## src/hdl/two_axis_pid_servo_drive_defines.svh

```systemverilog
// ----------------------------------------------------------------------------
// Assertion macros for the two-axis PID servo drive
// Shared shorthand for concurrent checks on a clock and an active-low reset.
// ----------------------------------------------------------------------------
`ifndef TWO_AXIS_PID_SERVO_DRIVE_DEFINES_SVH
`define TWO_AXIS_PID_SERVO_DRIVE_DEFINES_SVH

// check that is masked while reset is asserted
`define TAPSD_ASSERT(lbl, clk, rst_n, prop, msg) \
    lbl: assert property (@(posedge clk) disable iff (!rst_n) prop) else $error(msg);

// check that also runs during reset
`define TAPSD_ASSERT_RST(lbl, clk, prop, msg) \
    lbl: assert property (@(posedge clk) prop) else $error(msg);

`endif

```

## src/hdl/tapsd_pkg.sv

```systemverilog
// ----------------------------------------------------------------------------
// tapsd_pkg
// Types and constants shared by the two-axis PID servo drive.
// ----------------------------------------------------------------------------
package tapsd_pkg;

    localparam int POSITION_BITS       = 16;
    localparam int GAIN_BITS           = 16;
    localparam int SERVO_BITS          = 8;
    localparam int TILT_BITS           = 6;
    localparam int CFG_IDX_BITS        = 2;

    localparam int INTEGRAL_BITS_DEF   = 32;
    localparam int GAIN_FRAC_BITS_DEF  = 8;

    localparam logic [TILT_BITS-1:0]  TILT_MAX     = 6'd45;
    localparam logic [SERVO_BITS-1:0] SERVO_CENTER = 8'd90;

    localparam logic [GAIN_BITS-1:0] PROP_GAIN_RST  = 16'd256;
    localparam logic [GAIN_BITS-1:0] INTEG_GAIN_RST = 16'd26;
    localparam logic [GAIN_BITS-1:0] DERIV_GAIN_RST = 16'd13;

    // register indexes on the config port
    localparam logic [CFG_IDX_BITS-1:0] CFG_PROP_GAIN  = 2'd0;
    localparam logic [CFG_IDX_BITS-1:0] CFG_INTEG_GAIN = 2'd1;
    localparam logic [CFG_IDX_BITS-1:0] CFG_DERIV_GAIN = 2'd2;

    typedef struct packed {
        logic signed [POSITION_BITS-1:0] current_x;
        logic signed [POSITION_BITS-1:0] current_y;
        logic signed [POSITION_BITS-1:0] desired_x;
        logic signed [POSITION_BITS-1:0] desired_y;
    } t_in_item;

    typedef struct packed {
        logic [SERVO_BITS-1:0] servo_left;
        logic [SERVO_BITS-1:0] servo_right;
        logic [SERVO_BITS-1:0] servo_up;
        logic [SERVO_BITS-1:0] servo_down;
    } t_out_item;

    typedef struct packed {
        logic [GAIN_BITS-1:0] prop_gain;
        logic [GAIN_BITS-1:0] integ_gain;
        logic [GAIN_BITS-1:0] deriv_gain;
    } t_gains;

endpackage

```

## src/hdl/tapsd_axis_drive.sv

```systemverilog
// ----------------------------------------------------------------------------
// tapsd_axis_drive
// Gain products, sum, tilt magnitude clamp and servo pair selection.
// ----------------------------------------------------------------------------
module tapsd_axis_drive
    import tapsd_pkg::*;
#(
    parameter int INTEGRAL_BITS  = INTEGRAL_BITS_DEF,
    parameter int GAIN_FRAC_BITS = GAIN_FRAC_BITS_DEF
) (
    input  t_gains                            i_gains,
    input  logic signed [POSITION_BITS:0]     i_err,
    input  logic signed [INTEGRAL_BITS-1:0]   i_integral,
    input  logic signed [POSITION_BITS+1:0]   i_deriv,
    output logic [SERVO_BITS-1:0]             o_servo_pos,
    output logic [SERVO_BITS-1:0]             o_servo_neg
);

    localparam int EW = POSITION_BITS + 1;
    localparam int IB = INTEGRAL_BITS;
    localparam int GW = GAIN_BITS + 1;
    // headroom: integral term dominates, plus carry for three addends
    localparam int SW = GW + IB + 2;

    logic signed [GW+EW-1:0]   pterm;
    logic signed [GW+IB-1:0]   iterm;
    logic signed [GW+EW:0]     dterm;
    logic signed [SW-1:0]      sum;
    logic [SW-1:0]             mag;
    logic [SW-1:0]             shifted;
    logic [TILT_BITS-1:0]      tilt;
    logic [SERVO_BITS-1:0]     driven;
    logic                      pos_side;

    always_comb begin
        pterm = $signed({1'b0, i_gains.prop_gain})  * i_err;
        iterm = $signed({1'b0, i_gains.integ_gain}) * i_integral;
        dterm = $signed({1'b0, i_gains.deriv_gain}) * i_deriv;
        sum   = SW'(pterm) + SW'(iterm) + SW'(dterm);
        mag   = sum[SW-1] ? SW'(-sum) : SW'(sum);
        shifted = mag >> GAIN_FRAC_BITS;
        tilt  = (shifted > SW'(TILT_MAX)) ? TILT_MAX : shifted[TILT_BITS-1:0];
        driven = SERVO_CENTER + SERVO_BITS'(tilt);
        // zero sum goes to the negative side
        pos_side = !sum[SW-1] && (sum != '0);
        o_servo_pos = pos_side ? driven : SERVO_CENTER;
        o_servo_neg = pos_side ? SERVO_CENTER : driven;
    end

endmodule

```

## config.mk

```make
export PLATFORM = sky130hd
export DESIGN_NAME = tapsd_axis_drive
export DESIGN_NICKNAME = d
export VERILOG_FILES = /design/src/hdl/two_axis_pid_servo_drive_defines.svh /design/src/hdl/tapsd_pkg.sv /design/src/hdl/tapsd_axis_drive.sv
export SDC_FILE = /design/constraint.sdc
export NUM_CORES = 2
export LEC_CHECK = 0
export BUFFER_PORTS_ARGS = -buffer_cell sky130_fd_sc_hd__buf_2
export CAP_MARGIN = 10
export CORE_MARGIN = 10
export CORE_UTILIZATION = 35
export DETAILED_ROUTE_END_ITERATION = 16
export SLEW_MARGIN = 20
export SYNTH_ARGS = -nofsm -noshare
export SYNTH_HDL_FRONTEND = slang
export SYNTH_SLANG_ARGS = --single-unit
```

## constraint.sdc

```tcl
create_clock -name vclk -period 15.05
set_input_delay 0.7525 -clock vclk [all_inputs]
set_output_delay 0.7525 -clock vclk [all_outputs]
set_load 0.05 [all_outputs]
```

======== Word level (Yosys, flattened, before mapping) ========
Index checks and enable logic that the tools add are counted.
word-level totals
  register bits after elaboration ......... 0
  output and inout bits ................... 16
  word-level logic and storage cells ...... 15
cells by class
  $lt $le $gt $ge ......................... 1
  multiplexer cells ....................... 4
  reduce and logical (&&, ||, !) cells .... 3
  add/subtract/negate cells ............... 4
  multipliers ............................. 3
operators with widths
  operator             count
  $add 50x35->51       1
  $mux 51              1
  $neg 51->51          1
  $reduce_bool 51->1   1
  $add 34x49->50       1
  $mul 17x32->49       1
  $gt 43x6->1 const B  1
  $mul 17x18->35       1
  $mul 17x17->34       1
  $mux 8               2
  $add 7x6->8 const A  1
  $mux 6               1
  $logic_and 1x1->1    1
  $logic_not 1->1      1

======== Longest topological paths before layout ========
  depth after elaboration ................. 9
  mapped depth ............................ 41
  mapped depth without buffers ............ 38

======== Least setup slack after synthesis ========
No wires, ideal clock.
  kind .................................... input-to-output
  start point ............................. in i_deriv[17]
  end point ............................... out o_servo_neg[5]
  stages .................................. 36
  buffers on the path ..................... 1
  data arrival time ....................... 11053 ps
  path slack .............................. 3245 ps
  cell sequence ........................... clkbuf_1 and2_1 fa_1 fa_1 inv_1 fa_1 inv_1 fa_1 inv_1 fa_1 inv_1 fa_1 fa_1 fa_1 inv_1 fa_1 inv_1 ha_1 a21oi_1 o21ai_0 or2_1 nor2_1 nand2_1 o311ai_1 or3b_1 nor4_2 mux2i_1 or4_4 a2111oi_4 and4_1 nand2_1 ha_1 a21oi_1 xor2_1 nand2_1 nor2_1
between the ends
  longest elaborated chain between the ends .. 8
  elaborated cells on any way between the ends .. 11
  classes of those cells .................. add/sub: 3; mul: 1; order compare: 1; mux: 3; reduce/logical: 3
RTL lines
  item                RTL line                RTL
  start, declared     tapsd_axis_drive.sv:14  input logic signed [POSITION_BITS+1:0] i_deriv,
  $mul 17x18->35 (*)  tapsd_axis_drive.sv:38  dterm = $signed({1'b0, i_gains.deriv_gain}) * i_deriv;
  $add 50x35->51 (*)  tapsd_axis_drive.sv:39  sum = SW'(pterm) + SW'(iterm) + SW'(dterm);
  $neg 51->51         tapsd_axis_drive.sv:40  mag = sum[SW-1] ? SW'(-sum) : SW'(sum);
  $mux 51             tapsd_axis_drive.sv:40
  $gt 43x6->1         tapsd_axis_drive.sv:42  tilt = (shifted > SW'(TILT_MAX)) ? TILT_MAX : shifted[TILT_BITS-1:0];
  $mux 6              tapsd_axis_drive.sv:42
  $add 7x6->8         tapsd_axis_drive.sv:43  driven = SERVO_CENTER + SERVO_BITS'(tilt);
  $mux 8 (*)          tapsd_axis_drive.sv:47  o_servo_neg = pos_side ? SERVO_CENTER : driven;
  end, declared       tapsd_axis_drive.sv:16  output logic [SERVO_BITS-1:0] o_servo_neg
Every way passes the cells marked *; elsewhere a longest branch is shown, timed or not.

======== Final worst setup path ========
  start point ............................. in i_deriv[17]
  end point ............................... out o_servo_pos[5]
between the ends
  longest elaborated chain between the ends .. 8
  elaborated cells on any way between the ends .. 11
  classes of those cells .................. add/sub: 3; mul: 1; order compare: 1; mux: 3; reduce/logical: 3
RTL lines
  item                RTL line                RTL
  $mul 17x18->35 (*)  tapsd_axis_drive.sv:38
  $add 50x35->51 (*)  tapsd_axis_drive.sv:39
  $neg 51->51         tapsd_axis_drive.sv:40
  $mux 51             tapsd_axis_drive.sv:40
  $gt 43x6->1         tapsd_axis_drive.sv:42
  $mux 6              tapsd_axis_drive.sv:42
  $add 7x6->8         tapsd_axis_drive.sv:43
  $mux 8 (*)          tapsd_axis_drive.sv:46  o_servo_pos = pos_side ? driven : SERVO_CENTER;
  end, declared       tapsd_axis_drive.sv:15  output logic [SERVO_BITS-1:0] o_servo_pos,
Marks and branches as above.

==> impl_metrics.toml <==
[timing]
tightestPinTransition_ns = 1.04
setup_tns_ns = 0
final.period_utilization_pct = 86.5
slew_headroom_pct = 29.8
finalHoldViolCount = 0
rsz0062_at_grt = "false"
fin_crit_ns = 13.01
fmax_mhz = 76.8
setup_violations = 0
drv_slew = 0

[finish]
clkbuf_count = 0
seqCellArea_sq_um = 0
flops_and_latches = 0
syn_to_final_growth_pct = 4.75
nFillCells = 12281
finalNetCount = 6180
drive_above_1_share_pct = 3.85

[detailed_routing]
viasPerCell = 4.85
wl_per_cell_um = 18.4
ant_nets = 0
drtIter0Drc = 1793
dr_total_vias = 29960
drc_errors = 0
firstDrtPassIters = 5
wl_um = 113000

[critical_path]
startpoint_type = "primary input"
critPathLaunch = "i_deriv[17]"
path_delay_family = "adder cells"
max_stage_delay_ns = 0.73
timing.critical_path.buf_inv = 7
cp_max_fo = 16
crit_type = "primary input to output port"
crit_path_top_delay_cell = "and2_1"
crit_top_cell = "fa_1"
cp.depth = 35
worstPathArrival_ns = 12.26
critical_path.endpoint_type = "output port"
endpoint = "o_servo_pos[5]"
cp.required_ns = 14.30

[floorplanning]
die_area_sq_mm = 0.137
start_util_pct = 35.2
dieWidth_um = 370
die_y_um = 370
ios = 131
placement_rows = 128
core_area_sq_mm = 0.122

[synth]
synth_area_sq_mm = 0.0428
yosysTopAreaCellShare_pct = 55.9
avgSynthCellArea_sq_um = 9.31
ys.warnings.count = 0
synth_common_cells = "fa_1 (1,195), inv_1 (1,158), and2_1 (611)"
synth_top_area_cell = "fa_1"
synthesis.nets = 6224
yosys.cell_types.count = 93
syn_inst = 4591
synth.most_common_cell = "fa_1"
synth.area.top_cells = "fa_1 (56%), inv_1 (10%), ha_1 (9.5%)"
ys_seq_area_share_pct = 0

[cts]
cts.repair.resized = 0
hold_buffers = 0
cts_setup_buffers = 0

[global_route]
grt_max_degree = 33
grt_pass1_wl_um = 189000
grt_antenna_before_repair = 15
first_global_vias = 33330
gr-usage-all-layers_pct = 17.1
grt_overflow = 0

[run_status]
status = "completed"

[flow_run]
cap_violations = 0

[placement]
place_congestion = 0.925
place_hpwl_um = 103000
numPortBuffers = 131

[min_path]
hold_path.class = "primary input to output port"
[cell type report]
| cell class | count | area [sq um] | area share, % |
|---|---|---|---|
| multi-input cells | 3254 | 37700 | 84.2 |
| inverters | 1158 | 4350 | 9.70 |
| well taps | 1625 | 2030 | 4.54 |
| repair buffers | 133 | 671 | 1.50 |
| diodes | 2 | 5.00 | 0.0112 |
[cell families (layout without fill, tap and decap cells)]
family,Yosys count,in the layout,synth area share (%)
adder cells (fa/ha/maj),1518,1518,65.4
XOR/XNOR,46,46,0.960
AND/OR/NAND/NOR,1416,1416,17.2
AO/OA/AOI/OAI,267,267,4.43
multiplexers,7,7,0.176
buffers and inverters,1337,1291,11.8
other,0,2,0
[tightest hold or removal path: stages]
cell	delay (ns)
buf_2	0.29
and2_1	0.19
ha_1	0.12
or4_1	0.16
a2111oi_4	0.06
and2_1	0.17
nor3_1	0.20
nor3_1	0.14
nor2_1	0.09
buf_2	0.27
[placed cells by master, fill, tap and decap left out, types with 13 or more instances in the layout]
master    netlist  final
a21o_1         17     17
or3_1          17     17
inv_1        1158   1158
xnor2_1        26     26
and2_1        611    611
ha_1          323    323
fa_1         1195   1195
a21oi_1        67     67
nand4_1        21     21
xor2_1         19     18
a211oi_1       14     14
and3_1         13     13
nor3_1         35     35
nor2_1         65     65
o21ai_0        40     40
nand2_1       538    538
nand3_1        33     33
nor2b_1        22     22
buf_2          10    131
[layer usage]
metal  wire length (um)  track usage (%)  part of all wire (%)  up-vias
met5                 86                0                 0.076        -
met3               7080             2.50                   6.2      101
met2              53000             28.1                    47      738
li1                   -                -                     -    13335
met1              51900             24.5                    46    15770
met4               1350             1.82                   1.2       16
[stage by stage]
stage | hold slack, ns | std cells | area, sq um | setup WS, ns | util (%)
6_report | 3.21 | 6172 | 44800 | 2.04 | 36.9
5_1_grt | 3.36 | 6171 | 44800 | 1.12 | 36.8
4_1_cts | 3.22 | 6170 | 44800 | 1.93 | 36.8
3_5_place_dp | 3.21 | 6170 | 44800 | 1.99 | 36.8
3_3_place_gp | 3.22 | 6170 | 44800 | 2.13 | 36.8
2_1_floorplan | 2.61 | 4591 | 42800 | 3.24 | -
[worst min path at each step]
stage	start	endpoint	slack, ns	cells after the start
final	i_err[0]	o_servo_neg[0]	3.21	10
after floorplan	i_err[0]	o_servo_neg[0]	2.61	8
after global placement	i_err[0]	o_servo_pos[0]	3.22	10
after CTS	i_err[0]	o_servo_neg[0]	3.22	10
after detailed placement	i_err[0]	o_servo_neg[0]	3.21	10
after global routing	i_err[0]	o_servo_neg[0]	3.36	10
Power is not shown: default switching activity piles up to over one toggle a cycle in this logic, so the estimate is an artifact.
