## config.mk

```make
export PLATFORM = sky130hd
export DESIGN_NAME = tapsd_axis_state
export DESIGN_NICKNAME = d
export VERILOG_FILES = /design/src/hdl/two_axis_pid_servo_drive_defines.svh /design/src/hdl/tapsd_pkg.sv /design/src/hdl/tapsd_axis_state.sv
export SDC_FILE = /design/constraint.sdc
export NUM_CORES = 1
export LEC_CHECK = 0
export BUFFER_PORTS_ARGS = -buffer_cell sky130_fd_sc_hd__buf_2
export CAP_MARGIN = 20
export CORE_ASPECT_RATIO = 1.25
export CORE_UTILIZATION = 58
export DETAILED_ROUTE_END_ITERATION = 8
export GPL_TIMING_DRIVEN = 1
export PLACE_DENSITY = 0.92
export RECOVER_POWER = 25
export SLEW_MARGIN = 20
export SYNTH_ARGS = -nofsm -noshare
export SYNTH_HDL_FRONTEND = slang
export SYNTH_SLANG_ARGS = --single-unit
```

## constraint.sdc

```tcl
create_clock -name i_clk -period 7.85 [get_ports i_clk]
set_input_delay 1.1775 -clock i_clk [delete_from_list [all_inputs] [get_ports i_clk]]
set_output_delay 1.1775 -clock i_clk [all_outputs]
set_load 0.02 [all_outputs]
```

## src/hdl/two_axis_pid_servo_drive_defines.svh

```systemverilog
// ----------------------------------------------------------------------------
// Assertion macros for the two-axis PID servo drive
// Shared shorthand for concurrent checks on a clock and an active-low reset.
// ----------------------------------------------------------------------------
`ifndef TWO_AXIS_PID_SERVO_DRIVE_DEFINES_SVH
`define TWO_AXIS_PID_SERVO_DRIVE_DEFINES_SVH

// check that is masked while reset is asserted
`define TAPSD_ASSERT(lbl, clk, rst_n, prop, msg) \
    lbl: assert property (@(posedge clk) disable iff (!rst_n) prop) else $error(msg);

// check that also runs during reset
`define TAPSD_ASSERT_RST(lbl, clk, prop, msg) \
    lbl: assert property (@(posedge clk) prop) else $error(msg);

`endif

```

## src/hdl/tapsd_pkg.sv

```systemverilog
// ----------------------------------------------------------------------------
// tapsd_pkg
// Types and constants shared by the two-axis PID servo drive.
// ----------------------------------------------------------------------------
package tapsd_pkg;

    localparam int POSITION_BITS       = 16;
    localparam int GAIN_BITS           = 16;
    localparam int SERVO_BITS          = 8;
    localparam int TILT_BITS           = 6;
    localparam int CFG_IDX_BITS        = 2;

    localparam int INTEGRAL_BITS_DEF   = 32;
    localparam int GAIN_FRAC_BITS_DEF  = 8;

    localparam logic [TILT_BITS-1:0]  TILT_MAX     = 6'd45;
    localparam logic [SERVO_BITS-1:0] SERVO_CENTER = 8'd90;

    localparam logic [GAIN_BITS-1:0] PROP_GAIN_RST  = 16'd256;
    localparam logic [GAIN_BITS-1:0] INTEG_GAIN_RST = 16'd26;
    localparam logic [GAIN_BITS-1:0] DERIV_GAIN_RST = 16'd13;

    // register indexes on the config port
    localparam logic [CFG_IDX_BITS-1:0] CFG_PROP_GAIN  = 2'd0;
    localparam logic [CFG_IDX_BITS-1:0] CFG_INTEG_GAIN = 2'd1;
    localparam logic [CFG_IDX_BITS-1:0] CFG_DERIV_GAIN = 2'd2;

    typedef struct packed {
        logic signed [POSITION_BITS-1:0] current_x;
        logic signed [POSITION_BITS-1:0] current_y;
        logic signed [POSITION_BITS-1:0] desired_x;
        logic signed [POSITION_BITS-1:0] desired_y;
    } t_in_item;

    typedef struct packed {
        logic [SERVO_BITS-1:0] servo_left;
        logic [SERVO_BITS-1:0] servo_right;
        logic [SERVO_BITS-1:0] servo_up;
        logic [SERVO_BITS-1:0] servo_down;
    } t_out_item;

    typedef struct packed {
        logic [GAIN_BITS-1:0] prop_gain;
        logic [GAIN_BITS-1:0] integ_gain;
        logic [GAIN_BITS-1:0] deriv_gain;
    } t_gains;

endpackage

```

## src/hdl/tapsd_axis_state.sv

```systemverilog
// ----------------------------------------------------------------------------
// tapsd_axis_state
// Per-axis error, saturating integrator and derivative. The integrator and
// last-error registers are the loop state and also feed the gain stage.
// ----------------------------------------------------------------------------
module tapsd_axis_state
    import tapsd_pkg::*;
#(
    parameter int INTEGRAL_BITS = INTEGRAL_BITS_DEF
) (
    input  logic                              i_clk,
    input  logic                              i_rst_n,
    input  logic                              i_load,
    input  logic signed [POSITION_BITS-1:0]   i_current,
    input  logic signed [POSITION_BITS-1:0]   i_desired,
    output logic signed [POSITION_BITS:0]     o_err,
    output logic signed [INTEGRAL_BITS-1:0]   o_integral,
    output logic signed [POSITION_BITS+1:0]   o_deriv
);

    localparam int EW = POSITION_BITS + 1;
    localparam int IB = INTEGRAL_BITS;

    localparam logic signed [IB-1:0] IMAX = {1'b0, {(IB-1){1'b1}}};
    localparam logic signed [IB-1:0] IMIN = {1'b1, {(IB-1){1'b0}}};

    logic signed [EW-1:0] r_last_err, n_last_err;
    logic signed [IB-1:0] r_integral, n_integral;
    logic signed [EW:0]   r_deriv, n_deriv;
    logic signed [IB:0]   acc_wide;

    always_comb begin
        n_last_err = EW'(i_desired) - EW'(i_current);
        acc_wide   = (IB+1)'(r_integral) + (IB+1)'(n_last_err);
        // overflow when the two top bits disagree
        if (acc_wide[IB] != acc_wide[IB-1]) begin
            n_integral = acc_wide[IB] ? IMIN : IMAX;
        end else begin
            n_integral = acc_wide[IB-1:0];
        end
        n_deriv = (EW+1)'(n_last_err) - (EW+1)'(r_last_err);
    end

    always_ff @(posedge i_clk) begin
        if (!i_rst_n) begin
            r_last_err <= '0;
            r_integral <= '0;
        end else if (i_load) begin
            r_last_err <= n_last_err;
            r_integral <= n_integral;
        end
    end

    always_ff @(posedge i_clk) begin
        if (i_load) begin
            r_deriv <= n_deriv;
        end
    end

    assign o_err      = r_last_err;
    assign o_integral = r_integral;
    assign o_deriv    = r_deriv;

endmodule

```

# Yosys cells after proc, flatten, opt, wreduce, memory -nomap -nowiden

Index checks and enable logic that the tools add are counted.

Word-level logic and storage cells: 9
Latch bits: 0
Memories: 0
Bits in writable memories: 0
Output and inout port bits: 67
Bits in read-only memories: 0
Register bits after elaboration: 67

Bitwise operators: 0
Multiplexer cells: 2
Reduce and logical (&&, ||, !) cells: 0
Shift-type cells: 0
$lt $le $gt $ge: 0
Equal/unequal tests: 1
Add/subtract/negate cells: 3
Multiply operators: 0
Divide/modulo/power cells: 0

Operator list:

| cell           | count |
|---|---|
| $mux 32        | 2 |
| $add 32x17->33 | 1 |
| $sub 17x17->18 | 1 |
| $sub 16x16->17 | 1 |
| $ne 1x1->1     | 1 |

# Longest topological paths before layout

Depth after elaboration: 4
Gate-level depth with buffers: 25
Mapped depth without buffers: 24

# Worst setup path before layout

No wires, ideal clock.

Path kind: in2reg
Start point: in i_current[2]
End point: reg r_integral[30], in the netlist o_integral[30]
Arrival time: 6.307 ns
Library setup time: 0.127 ns
Path slack: 1.416 ns
Cell stages on the path: 22
Path through: inv_1 > ha_1 > nor2b_1 > o21ai_0 > a21boi_0 > o21ai_0 > a21boi_0 > o21ai_0 > nand3_1 > a311oi_1 > nor2b_1 > o22ai_1 > ha_1 > and3_1 > a221oi_1 > o21ai_1 > a211oi_2 > o31a_1 > a31oi_4 > xnor2_2 > o2111a_1 > or3_1

Cells in the longest elaborated chain, start to end: 4
Elaborated cells on any way between the ends: 5

Ends and longest elaborated chain:

| element                                      | RTL line                                       | source |
|---|---|---|
| from (decl)                                  | tapsd_axis_state.sv:14                         | `input logic signed [POSITION_BITS-1:0] i_current,` |
| $sub 16x16->17 (*)                           | tapsd_axis_state.sv:33                         | `n_last_err = EW'(i_desired) - EW'(i_current);` |
| via n_last_err[16]                           | tapsd_axis_state.sv:27                         | `logic signed [EW-1:0] r_last_err, n_last_err;` |
| $add 32x17->33 (*)                           | tapsd_axis_state.sv:34                         | `acc_wide = (IB+1)'(r_integral) + (IB+1)'(n_last_err);` |
| $mux 32 / $ne 1x1->1 (equally long branches) | tapsd_axis_state.sv:37, tapsd_axis_state.sv:36 |  |
| $mux 32 (*)                                  | tapsd_axis_state.sv:36                         | `if (acc_wide[IB] != acc_wide[IB-1]) begin` |
| to (signal assigned)                         | tapsd_axis_state.sv:50                         | `r_integral <= n_integral;` |
| to (decl)                                    | tapsd_axis_state.sv:28                         | `logic signed [IB-1:0] r_integral, n_integral;` |

Mark *: on every way through the listed nets, which the timed path passes. The rest lies on a longest branch.
A chain may end at the register's enable or synchronous reset.

# Final worst setup path

Start point: in i_desired[0]
End point: reg r_integral[26], in the netlist o_integral[26]

Cells in the longest elaborated chain, start to end: 4
Elaborated cells on any way between the ends: 5

Ends and longest elaborated chain:

| element                                      | RTL line                                       | source |
|---|---|---|
| from (decl)                                  | tapsd_axis_state.sv:15                         | `input logic signed [POSITION_BITS-1:0] i_desired,` |
| $sub 16x16->17 (*)                           | tapsd_axis_state.sv:33                         |  |
| via n_last_err[16]                           | tapsd_axis_state.sv:27                         |  |
| $add 32x17->33 (*)                           | tapsd_axis_state.sv:34                         |  |
| $mux 32 / $ne 1x1->1 (equally long branches) | tapsd_axis_state.sv:37, tapsd_axis_state.sv:36 |  |
| $mux 32 (*)                                  | tapsd_axis_state.sv:36                         |  |

Marks and branches as above.

==> metrics.yaml <==
status: "finished, violations left"
violations: "capacitance limit, slew limit"
synthArstFlopShare: 0
drive_above_1_share: 0.131
end_kind: "flop"
endpoint: "o_integral[26]"
p_clk_frac: 0.182
route.detailed.drc: 0
dieHeight_um: 113
insertion_delay_ns: 0.34
grt_pass1_vias: 5399
ys_warn_count: 0
rsz0062_at_grt: "no"
slew_headroom: -1.24
period_needed_ns: 6.97
timing.final.hold_violations: 0
internal-power_mw: 1.08
die_w_um: 91.1
antenna_cells: 0
drt_iter0_markers: 362
synthCells: 718
portBuffers: 101
wl_per_cell_um: 15.1
ir_drop_mv: 0.168
cts_setup_buffers: 0
synth_enable_flop_cells: 18
hold_buffers: 0
critPathLaunch: "i_desired[0]"
cp-start-kind: "input port"
antenna_found_initial: 0
htreeDepth: 3
hp-class: "reg -> reg"
fin_skew_ns: 0.00749
synth.distinct_cells: 62
synth_seq_cells: 67
antenna_left: 0
required_ns: 8.08
p_comb_frac: 0.564
dp.cells: 921
floorplan.core_area_um2: 9610
die_area_um2: 10300
cts_tree: "yes"
via_count: 5620
crit_arrival_ns: 7.20
cts_resized: 0
grtUsageTotal: 0.278
cts-root-buf: "clkbuf_16"
powerDensity_nw_per_um2: 295
path_class: "in -> reg"
overflow: 0
syn_area_um2: 5760
cts_num_sinks: 67
tightest_slew_ns: 3.37
switching_share: 0.445
r2r_start: "o_integral[0]"
routed_wl_um: 14200
num-nets-final: 909
synth_ff_type: "dfxtp_1"
r2r_end: "o_integral[30]"
final_cells: 937
fin_tns_setup_ns: 0
via_per_inst: 6.00
hpwl_um: 10300
finalCritPeriodShare: 0.888
grt_first_pass_wirelength_um: 23400
ys_seq_area_frac: 0.264
path_max_fanout: 31
final_max_slew_viol_count: 75
drtPass1Iterations: 4
num_io_pins: 102
p_leak_nw: 3.06
rrSetupSlack_ns: 4.00
cts.reportedPaths.clkPinSlew_ns: 0.05
clockBufferDepth: 2
fin_util: 0.687
whs_path_depth: 1
numCtsBuffers: 9
power_switching_mw: 0.866
setup_viol: 0
gp_congestion: 0.953
fmaxAchievable_ghz: 0.143
initial_core_util: 0.600
grt_start_max_net_pins: 75
syn_area_per_cell_um2: 8.02
syn_nets: 821
seq_power_share: 0.255
maxCapViolCount: 1
area_growth_pct: 14.6
rows: 40
r2r_cells: 11
area by class of cell:
type,instances,area (um^2)
clock buffers,11,233
repair buffers,105,523
well taps,126,158
inverters,62,233
flip-flops and latches,67,1520
clock inverters,5,20.0
multi-input cells,561,3910
fillers,804,3010
cells in the final DEF (no fill, tap or decap), drive strengths merged, types with 3 or more instances in the layout:
master  Yosys  final
o21a        7      7
a31oi       9      9
o21ai      87     87
and2        4      4
nor2       46     46
mux2i      10     10
and3        7      7
or3         6      6
buf         1     87
nor2b      17     17
clkbuf     27     29
nor3       14     14
a21boi      5      5
a21o       20     20
nand3      10     10
o211a       4      4
a211oi      6      6
dfxtp      49     49
o31ai       4      4
xnor2      32     32
ha         65     65
fa          3      3
edfxtp     18     18
clkinv      1      6
inv        61     61
xor2       15     15
and4        4      4
o211ai      7      7
a211o       3      3
nand2      35     35
maj3        4      4
o21bai     13     13
a21oi      88     88
power by group through the flow:
stage               sequential (mW)  combinational, mW  clock, mW
floorplan                     0.588              0.733          0
global placement              0.499               1.05          0
detailed placement            0.501               1.07          0
CTS                           0.494               1.09      0.357
global route                  0.503               1.21      0.372
finish                        0.496               1.10      0.354
worst max-delay path, stage by stage:
cell and delay, ns:
buf_2 0.09, inv_1 0.04, ha_1 0.18, fa_1 0.23
nor2b_1 0.05, o21ai_0 0.20, a21boi_0 0.18, o21ai_0 0.24
a21boi_0 0.16, o21ai_0 0.33, nand3_1 0.20, a311oi_1 0.50
nor2b_1 0.13, o22ai_1 0.32, buf_4 0.29, ha_1 0.34
and3_1 0.27, a221oi_1 0.30, o21ai_1 0.13, a211oi_2 0.33
o31a_1 0.25, a31oi_4 0.14, xnor2_4 0.52, buf_12 0.25
o21ai_0 0.11, a31oi_1 0.22
how the worst min path moves through the flow:
stage	start	to	slack [ns]
final	o_err[1]	o_err[1]	0.51
after global routing	o_err[1]	o_err[1]	0.54
after CTS	o_err[1]	o_err[1]	0.51
after detailed placement	o_err[1]	o_err[1]	0.50
after global placement	o_err[1]	o_err[1]	0.48
after floorplan	o_err[10]	o_err[10]	0.60
registers in the layout (all words and copies together) (netlist names):
signal      cells
o_deriv        18
o_err          17
o_integral     32
synth_stat cells, types with 8 or more instances:
library cell | instances | share of area
o21ai_0 | 85 | 0.074
a21oi_1 | 88 | 0.076
xnor2_1 | 31 | 0.047
inv_1 | 61 | 0.040
edfxtp_1 | 18 | 0.094
clkbuf_1 | 27 | 0.018
nor2b_1 | 17 | 0.018
nor3_1 | 14 | 0.012
nor2_1 | 46 | 0.030
o21bai_1 | 13 | 0.017
ha_1 | 65 | 0.14
nand2_1 | 35 | 0.023
xor2_1 | 15 | 0.023
a31oi_1 | 8 | 0.0087
mux2i_1 | 10 | 0.017
dfxtp_1 | 49 | 0.17
a21o_1 | 20 | 0.026
nand3_1 | 10 | 0.0087
layer usage:
layer | wire length [um] | vias up | GRT usage
met4 | 480 | 0 | 0.156
met5 | 0 | - | 0
li1 | - | 2789 | -
met2 | 7010 | 196 | 0.496
met1 | 5950 | 2591 | 0.317
met3 | 725 | 44 | 0.0433
cell families after synthesis:
family	share of synthesized area
and+or+nand+nor	0.137
DFF	0.264
adders and majority gates	0.159
xor gates and xnor gates	0.0727
AOI/OAI and AO/OA	0.292
buffers and inverters	0.0586
muxes	0.0174
per-stage QoR:
| step | instance area, um^2 | hold WS, ns | setup WS (ns) | total power, mW |
|---|---|---|---|---|
| 2_1_floorplan | 5760 | 0.601 | 1.42 | 1.32 |
| 4_1_cts | 6630 | 0.508 | 0.977 | 1.94 |
| 3_5_place_dp | 6370 | 0.496 | 0.762 | 1.58 |
| 6_report | 6600 | 0.506 | 0.876 | 1.95 |
| 5_1_grt | 6600 | 0.536 | 0.257 | 2.09 |
| 3_3_place_gp | 6370 | 0.484 | 0.918 | 1.55 |
Power figures use the tool's default switching activity.
